## config.mk

```make
export PLATFORM = sky130hd
export DESIGN_NAME = multichannel_pulse_with_lockout
export DESIGN_NICKNAME = d
export VERILOG_FILES = /design/src/rtl/mpl_pkg.sv /design/src/rtl/mpl_chan.sv /design/src/rtl/multichannel_pulse_with_lockout.sv
export VERILOG_INCLUDE_DIRS = /design/src /design/src/rtl
export SDC_FILE = /design/constraint.sdc
export NUM_CORES = 2
export LEC_CHECK = 0
export BUFFER_PORTS_ARGS = -buffer_cell sky130_fd_sc_hd__clkbuf_2
export CORE_ASPECT_RATIO = 1.2
export CORE_UTILIZATION = 50
export DETAILED_ROUTE_END_ITERATION = 8
export MAX_ROUTING_LAYER = met4
export PLACE_DENSITY = 0.73
export SYNTH_ARGS = -nofsm -noshare
export SYNTH_HDL_FRONTEND = slang
export SYNTH_SLANG_ARGS = --single-unit
```

## constraint.sdc

```tcl
create_clock -name clk -period 9.4 [get_ports clk]
set_clock_uncertainty 0.1 [all_clocks]
set_input_delay 1.88 -clock clk [delete_from_list [all_inputs] [get_ports clk]]
set_output_delay 1.88 -clock clk [all_outputs]
set_load 0.005 [all_outputs]
```

## src/rtl/multichannel_pulse_with_lockout_macros.svh

```systemverilog
// Assertion macros shared by the pulse generator RTL.
`ifndef MULTICHANNEL_PULSE_WITH_LOCKOUT_MACROS_SVH
`define MULTICHANNEL_PULSE_WITH_LOCKOUT_MACROS_SVH
`ifndef SYNTHESIS
// Same-cycle implication, sampled on clk, off during reset.
`define MPL_ASSERT_IMP(label, ante, cons) \
    label: assert property (@(posedge clk) disable iff (!rst_n) (ante) |-> (cons)) \
        else $error("pulse generator check failed");
// Next-cycle implication, sampled on clk, off during reset.
`define MPL_ASSERT_NXT(label, ante, cons) \
    label: assert property (@(posedge clk) disable iff (!rst_n) (ante) |=> (cons)) \
        else $error("pulse generator check failed");
`else
`define MPL_ASSERT_IMP(label, ante, cons)
`define MPL_ASSERT_NXT(label, ante, cons)
`endif
`endif

```

## src/rtl/mpl_pkg.sv

```systemverilog
// Shared types, constants and helper functions of the pulse generator.
`default_nettype none
package mpl_pkg;

    localparam int CHANNELS = 8;
    localparam int TICK_W   = 16;

    localparam logic [TICK_W-1:0] TICK_SAT  = 16'd60000;
    localparam logic [TICK_W-1:0] ON_RESET  = 16'd1000;
    localparam logic [TICK_W-1:0] OFF_RESET = 16'd9000;

    typedef logic [TICK_W-1:0] tick_t;

    // Request codes carried in the input tuser.
    typedef enum logic [2:0] {
        ACT_TICK     = 3'd0,
        ACT_FIRE     = 3'd1,
        ACT_STOP     = 3'd2,
        ACT_SET      = 3'd3,
        ACT_SET_ALL  = 3'd4,
        ACT_FIRE_ALL = 3'd5,
        ACT_STOP_ALL = 3'd6
    } action_t;

    // Per-channel operation decoded from the request.
    typedef enum logic [2:0] {
        CH_NONE,
        CH_TICK,
        CH_FIRE,
        CH_STOP,
        CH_SET,
        CH_SET_IDLE
    } chan_op_t;

    typedef struct packed {
        chan_op_t op;
        tick_t    now;
        tick_t    on_ticks;
        tick_t    off_ticks;
    } chan_cmd_t;

    // Clamp a time to the longest allowed interval.
    function automatic tick_t sat_ticks(tick_t v);
        return (v > TICK_SAT) ? TICK_SAT : v;
    endfunction

    // Wrap-aware "a has reached b": sign bit of a - b is clear.
    function automatic logic reached(tick_t a, tick_t b);
        tick_t d;
        d = a - b;
        return ~d[TICK_W-1];
    endfunction

endpackage
`default_nettype wire

```

## src/rtl/mpl_chan.sv

```systemverilog
// One output channel: pulse state, hold-off and timing of that channel.
`default_nettype none
module mpl_chan (
    input  wire logic              clk,
    input  wire logic              rst_n,
    input  wire logic              en,
    input  wire mpl_pkg::chan_cmd_t cmd,
    output logic                   active_next,
    output logic                   fire_ok
);
    import mpl_pkg::*;

    logic  active_reg;
    tick_t end_reg, end_next;
    tick_t hold_reg, hold_next;
    tick_t on_reg, on_next;
    tick_t off_reg, off_next;
    tick_t fire_end;

    assign fire_end = cmd.now + sat_ticks(on_reg);
    assign fire_ok  = (cmd.op == CH_FIRE) && reached(cmd.now, hold_reg);

    // Work out the next channel state for the current request.
    always_comb
    begin
        active_next = active_reg;
        end_next    = end_reg;
        hold_next   = hold_reg;
        on_next     = on_reg;
        off_next    = off_reg;
        case (cmd.op)
            CH_TICK:
            begin
                if (active_reg && reached(cmd.now, end_reg))
                    active_next = 1'b0;
            end
            CH_FIRE:
            begin
                if (fire_ok)
                begin
                    active_next = 1'b1;
                    end_next    = fire_end;
                    hold_next   = fire_end + sat_ticks(off_reg);
                end
            end
            CH_STOP:
            begin
                active_next = 1'b0;
                end_next    = cmd.now;
                hold_next   = cmd.now + sat_ticks(off_reg);
            end
            CH_SET:
            begin
                on_next  = cmd.on_ticks;
                off_next = cmd.off_ticks;
            end
            CH_SET_IDLE:
            begin
                if (!active_reg)
                begin
                    on_next  = cmd.on_ticks;
                    off_next = cmd.off_ticks;
                end
            end
            default:
            begin
            end
        endcase
    end

    // Hold the channel state; advance it when a transaction is processed.
    always_ff @(posedge clk or negedge rst_n)
    begin
        if (!rst_n)
        begin
            active_reg <= 1'b0;
            end_reg    <= '0;
            hold_reg   <= '0;
            on_reg     <= ON_RESET;
            off_reg    <= OFF_RESET;
        end
        else if (en)
        begin
            active_reg <= active_next;
            end_reg    <= end_next;
            hold_reg   <= hold_next;
            on_reg     <= on_next;
            off_reg    <= off_next;
        end
    end

endmodule
`default_nettype wire

```

## src/rtl/multichannel_pulse_with_lockout.sv

```systemverilog
// Top level of the multichannel one-shot pulse generator with hold-off.
//
// Input stream (s_*): one request per transaction. s_tuser carries the
// action code (tick, fire, stop, set timing, set all idle, fire all, stop
// all); s_tdata carries channel, on_ticks and off_ticks.
// Output stream (m_*): exactly one result per request, holding the pin
// levels, the channels whose fire started a pulse, and the tick counter.
// Flow: an accepted request is held in the input register, then its result
// in the result register, which drives m_*. Throughput: one request per
// cycle while m_tready stays high; all channel updates are done in one
// pass between the input register and the result register.
// Reset: counter, pulse and hold-off times clear, all pins low, on time
// 1000 and off time 9000 ticks on every channel.
// Stall: while m_tready is low the result is held; one further request
// waits in the input register and s_tready drops until the result is taken.
// State changes only when a request moves from the input register into
// the result register, so requests take effect strictly in order.
`default_nettype none
`include "multichannel_pulse_with_lockout_macros.svh"
module multichannel_pulse_with_lockout (
    input  wire logic        clk,
    input  wire logic        rst_n,
    input  wire logic        s_tvalid,
    output logic             s_tready,
    input  wire logic [39:0] s_tdata,   // channel[2:0], on_ticks[18:3], off_ticks[34:19]
    input  wire logic [2:0]  s_tuser,   // action[2:0]
    output logic             m_tvalid,
    input  wire logic        m_tready,
    output logic [31:0]      m_tdata    // pin_mask[7:0], accepted_mask[15:8], now_tick[31:16]
);
    import mpl_pkg::*;

    logic      s1_valid_reg;
    logic [2:0] s1_action_reg;
    logic [2:0] s1_channel_reg;
    tick_t     s1_on_reg;
    tick_t     s1_off_reg;
    tick_t     count_reg, count_next;
    tick_t     count_inc;
    logic      out_valid_reg;
    logic [31:0] out_data_reg;
    logic      adv;
    logic      proc;

    chan_cmd_t           cmd [CHANNELS];
    logic [CHANNELS-1:0] active_next;
    logic [CHANNELS-1:0] fire_ok;
    logic [7:0]          pins;
    logic [7:0]          accepted;

    // Move the pipeline when the result register is free or being taken.
    assign adv      = !out_valid_reg || m_tready;
    assign proc     = adv && s1_valid_reg;
    assign s_tready = !s1_valid_reg || adv;
    assign m_tvalid = out_valid_reg;
    assign m_tdata  = out_data_reg;

    assign count_inc  = count_reg + 16'd1;
    assign count_next = (s1_action_reg == ACT_TICK) ? count_inc : count_reg;

    // Decode the request into one operation per channel.
    for (genvar i = 0; i < CHANNELS; i++)
    begin : g_chan
        logic hit;
        assign hit = ({2'b00, s1_channel_reg} == 5'(i));

        always_comb
        begin
            cmd[i].now       = count_reg;
            cmd[i].on_ticks  = s1_on_reg;
            cmd[i].off_ticks = s1_off_reg;
            case (s1_action_reg)
                ACT_TICK:
                begin
                    cmd[i].op  = CH_TICK;
                    cmd[i].now = count_inc;
                end
                ACT_FIRE:     cmd[i].op = hit ? CH_FIRE : CH_NONE;
                ACT_STOP:     cmd[i].op = hit ? CH_STOP : CH_NONE;
                ACT_SET:      cmd[i].op = hit ? CH_SET : CH_NONE;
                ACT_SET_ALL:  cmd[i].op = CH_SET_IDLE;
                ACT_FIRE_ALL: cmd[i].op = CH_FIRE;
                ACT_STOP_ALL: cmd[i].op = CH_STOP;
                default:      cmd[i].op = CH_NONE;
            endcase
        end

        mpl_chan u_chan (
            .clk         (clk),
            .rst_n       (rst_n),
            .en          (proc),
            .cmd         (cmd[i]),
            .active_next (active_next[i]),
            .fire_ok     (fire_ok[i])
        );
    end

    // Map the first eight channels onto the result masks.
    for (genvar j = 0; j < 8; j++)
    begin : g_mask
        if (j < CHANNELS)
        begin : g_used
            assign pins[j]     = active_next[j];
            assign accepted[j] = fire_ok[j];
        end
        else
        begin : g_unused
            assign pins[j]     = 1'b0;
            assign accepted[j] = 1'b0;
        end
    end

    // Hold the input register, counter and result register.
    always_ff @(posedge clk or negedge rst_n)
    begin
        if (!rst_n)
        begin
            s1_valid_reg  <= 1'b0;
            out_valid_reg <= 1'b0;
            count_reg     <= '0;
        end
        else
        begin
            if (s_tvalid && s_tready)
                s1_valid_reg <= 1'b1;
            else if (adv)
                s1_valid_reg <= 1'b0;
            if (adv)
                out_valid_reg <= s1_valid_reg;
            if (proc)
                count_reg <= count_next;
        end
    end

    // Capture payloads; no reset needed.
    always_ff @(posedge clk)
    begin
        if (s_tvalid && s_tready)
        begin
            s1_action_reg  <= s_tuser;
            s1_channel_reg <= s_tdata[2:0];
            s1_on_reg      <= s_tdata[18:3];
            s1_off_reg     <= s_tdata[34:19];
        end
        if (proc)
            out_data_reg <= {count_next, accepted, pins};
    end

    // A channel that just fired is high in the same result.
    `MPL_ASSERT_IMP(a_fired_is_high, m_tvalid, (m_tdata[15:8] & ~m_tdata[7:0]) == 8'd0)
    // A processed tick advances the counter by one.
    `MPL_ASSERT_NXT(a_tick_counts, proc && (s1_action_reg == ACT_TICK),
                    count_reg == $past(count_reg) + 16'd1)
    // Other requests leave the counter alone.
    `MPL_ASSERT_NXT(a_no_tick_hold, proc && (s1_action_reg != ACT_TICK), $stable(count_reg))
    // An empty result register never blocks the input.
    `MPL_ASSERT_IMP(a_ready_when_free, !m_tvalid, s_tready)

endmodule
`default_nettype wire

```

==> results.json <==
{
  "postRouteAntennaNets": 0,
  "synth-async-reset-ratio_pct": 88.5,
  "initial_utilization_pct": 50.4,
  "vdd_drop_max_mv": 0.188,
  "wl_mm": 126,
  "multi_input_comb_area_um2": 25200,
  "timing.critical_path.mode_cell": "sky130_fd_sc_hd__and3_1",
  "first_pass_grt_wire_length_mm": 191,
  "cts_post_setup_buffers_inserted": 0,
  "rows": 117,
  "commonest_non_fill_non_tap_cells_in_the_layout": "469 x sky130_fd_sc_hd__ha_1, 450 x sky130_fd_sc_hd__dfrtp_1, 364 x sky130_fd_sc_hd__a21oi_1",
  "critPathMaxStageDelay_ns": 0.70,
  "remaining_global_route_overflow": 0,
  "worstPathRequired_ns": 9.81,
  "cp_top_delay_family": "simple AND/OR/NAND/NOR gates",
  "startpoint_type_of_the_worst_setup_path": "flop",
  "floorplan.die_area_um2": 86600,
  "ff2ff_setup_slack_ns": 2.46,
  "synth_cell_type_count": 93,
  "fin_util_pct": 55.3,
  "num_io_pins": 81,
  "critical_path.reg2reg.endpoint": "g_chan[4].u_chan.end_reg[12]",
  "route.detailed.drc": 0,
  "grt_start_max_net_pins": 148,
  "ys_seq_elements": 608,
  "worst_hold_startpoint": "g_chan[6].u_chan.hold_reg[0]",
  "port-buffer-count": 75,
  "timing.critical_path.arrival_ns": 7.34,
  "dr.pass1.iters": 6,
  "min_period_over_period_pct": 73.8,
  "p_leak_uw": 0.0223,
  "rsz0062_at_grt": "no",
  "core_region_area_um2": 84800,
  "num-nets-final": 5113,
  "timing.hold.worst_path_depth": 2,
  "reg2reg_from": "s1_action_reg[1]",
  "postSynth.topFlopCell": "sky130_fd_sc_hd__dfrtp_1",
  "report.final.setup_viol": 0,
  "timing.critical_path.fanout_max": 36,
  "post_synthesis_net_count": 5056,
  "dpl.hpwl_mm": 86.6,
  "status": "finished clean",
  "post-route-min-period_ns": 6.94,
  "syn-instance-count": 4524,
  "die-height_um": 322,
  "clk_latency_ns": 0.63,
  "cts-resized-gates": 0,
  "number_of_maximum_capacitance_constraint_violations": 0,
  "synth-warning-count": 0,
  "slew_viol_final": 0,
  "clkSinkCount": 608,
  "detail_route.iter0.violations": 2945,
  "routed_wirelength_normalized_by_instance_count_um": 21.8,
  "clk_path_buf_depth": 3,
  "timing_worst_slew_pin_value_ns": 1.27,
  "worstRegToRegCells": 19,
  "vias_in_the_first_global_route": 33200,
  "worst_slew_margin_pct": 15.3,
  "cts-hold-fix-buffers": 0,
  "gp_congestion": 0.933,
  "drive_above_1_share_pct": 16.3,
  "vias": 34400,
  "cpMaxStageDelayCell": "sky130_fd_sc_hd__or3_1",
  "grt_antenna_before_repair": 12,
  "worstPathCellList": "or3_1 -> nor2_1 -> and3_1 -> and3_1 -> and3_1 -> and3_1 -> xor2_4 -> buf_4 -> ha_1 -> nand4_1 -> nor2_1 -> o2111ai_1 -> nand3_1 -> nor3_1 -> mux2i_1 -> inv_1 -> o21ai_4 -> buf_4 -> mux2_2",
  "cts_buf_count": 69,
  "layout.cells.most_common": "sky130_fd_sc_hd__ha_1",
  "post_synth_edffs": 70,
  "cts_tree": "done",
  "n_fill_cell": 7476,
  "timing.final.hold_violations": 0,
  "die-width_um": 269,
  "totalNegativeSetupSlack_ns": 0,
  "min_to": "g_chan[6].u_chan.hold_reg[0]",
  "cts_htree_levels": 3,
  "holdCritPathClass": "reg2reg",
  "area_delta_synth_final_pct": 9.76,
  "critical_path.n_buffers_inverters": 3,
  "cts.root.buffer_cell": "sky130_fd_sc_hd__clkbuf_16",
  "synth_area_per_cell_um2": 9.44,
  "cts.reportedPaths.clkPinSlew_ns": 0.06,
  "seq_area_um2": 15700,
  "synthesis.area_um2": 42700,
  "clock.fmax_mhz": 144,
  "ys_seq_area_share_pct": 36.7,
  "grt.total_usage_pct": 30.2,
  "powerDensity_nw_per_um2": 303,
  "avgViaCountPerCell": 5.95,
  "endpoint_kind": "flop",
  "worst_setup_path_startpoint": "s1_action_reg[1]",
  "path_class": "reg2reg"
}
## how the worst max path moves through the flow
stage / to / cells past startpoint
3_5_place_dp: g_chan[4].u_chan.end_reg[14] / 19
5_1_grt: g_chan[3].u_chan.hold_reg[15] / 21
6_report: g_chan[4].u_chan.end_reg[12] / 19
4_1_cts: g_chan[4].u_chan.end_reg[12] / 19
3_3_place_gp: g_chan[4].u_chan.end_reg[12] / 19
2_1_floorplan: g_chan[1].u_chan.hold_reg[14] / 18
## where the power goes
part           internal [uW]  switching [uW]
clock network           1650            1150
logic                   3120            3840
registers               3780             686
total                   8540            5670
## worst min-delay path, cell delays in order, from the launching register on
cell	delay, ns
sky130_fd_sc_hd__dfrtp_1	0.34
sky130_fd_sc_hd__nand2_1	0.05
sky130_fd_sc_hd__nand2_1	0.05
## layer usage
layer | routed length (um) | up-vias | track usage [%] | share of wire (%)
met5 | 0 | - | - | 0
met2 | 56600 | 1212 | 46.4 | 45
met4 | 6860 | 0 | 14.9 | 5.5
met1 | 52200 | 16700 | 38.5 | 41
met3 | 10200 | 338 | 4.80 | 8.1
li1 | - | 16100 | - | -
## cell usage after synthesis (all sizes together) (10+ instances only)
master	n	area [um2]
o211ai	24	180
a311o	12	120
a211o	16	140
nand3b	13	97.6
or2	53	332
xnor2	159	1420
nor3	67	357
mux2i	10	100
nand3	88	440
dfrtp	450	11300
edfxtp	70	2100
inv	330	1240
nor4	19	134
ha	469	5870
and3	34	213
nor2b	128	801
buf	49	278
a211oi	40	310
a21boi	10	75.1
a21oi	365	1830
nor2	309	1160
o21ai	314	1580
a21o	116	871
a41oi	10	95.1
a31oi	28	188
or3	36	225
o21a	50	375
fa	16	320
nand2	351	1320
o21bai	17	128
nand2b	43	269
and2	56	350
nand4	23	144
xor2	81	717
mux2	304	3420
o22ai	16	106
a2111oi	10	131
o31ai	28	215
dfstp	88	2310
clkbuf	110	413
## cells by family after synthesis
group           synth area share (%)
simple gates                    14.3
compound gates                  16.6
flops                           36.7
buf+inv                         4.53
fa+ha+maj                       14.5
mux                             8.25
xor+xnor                        5.10
## stage by stage
| step | cell area (um2) | instances | total power, uW | setup WS (ns) | hold WS, ns |
|---|---|---|---|---|---|
| after global routing | 46800 | 5771 | 15300 | 2.19 | 0.401 |
| after CTS | 46800 | 5767 | 14200 | 2.60 | 0.376 |
| after floorplan | 42700 | 4524 | 9630 | 3.49 | 0.345 |
| after global placement | 44500 | 5640 | 11100 | 2.64 | 0.362 |
| after detailed placement | 44500 | 5640 | 11300 | 2.60 | 0.363 |
| final | 46900 | 5780 | 14200 | 2.46 | 0.374 |
## layout make-up
type / instances / share of cell area (%)
diodes: 13 / 0.0694
flip-flops and latches: 608 / 33.4
clock inverters: 30 / 0.673
repair buffers: 145 / 2.00
multi-input cells: 3426 / 53.9
inverters: 331 / 2.65
clock buffers: 97 / 4.26
well taps: 1130 / 3.02
No activity file was read; power rests on OpenSTA's default activity.
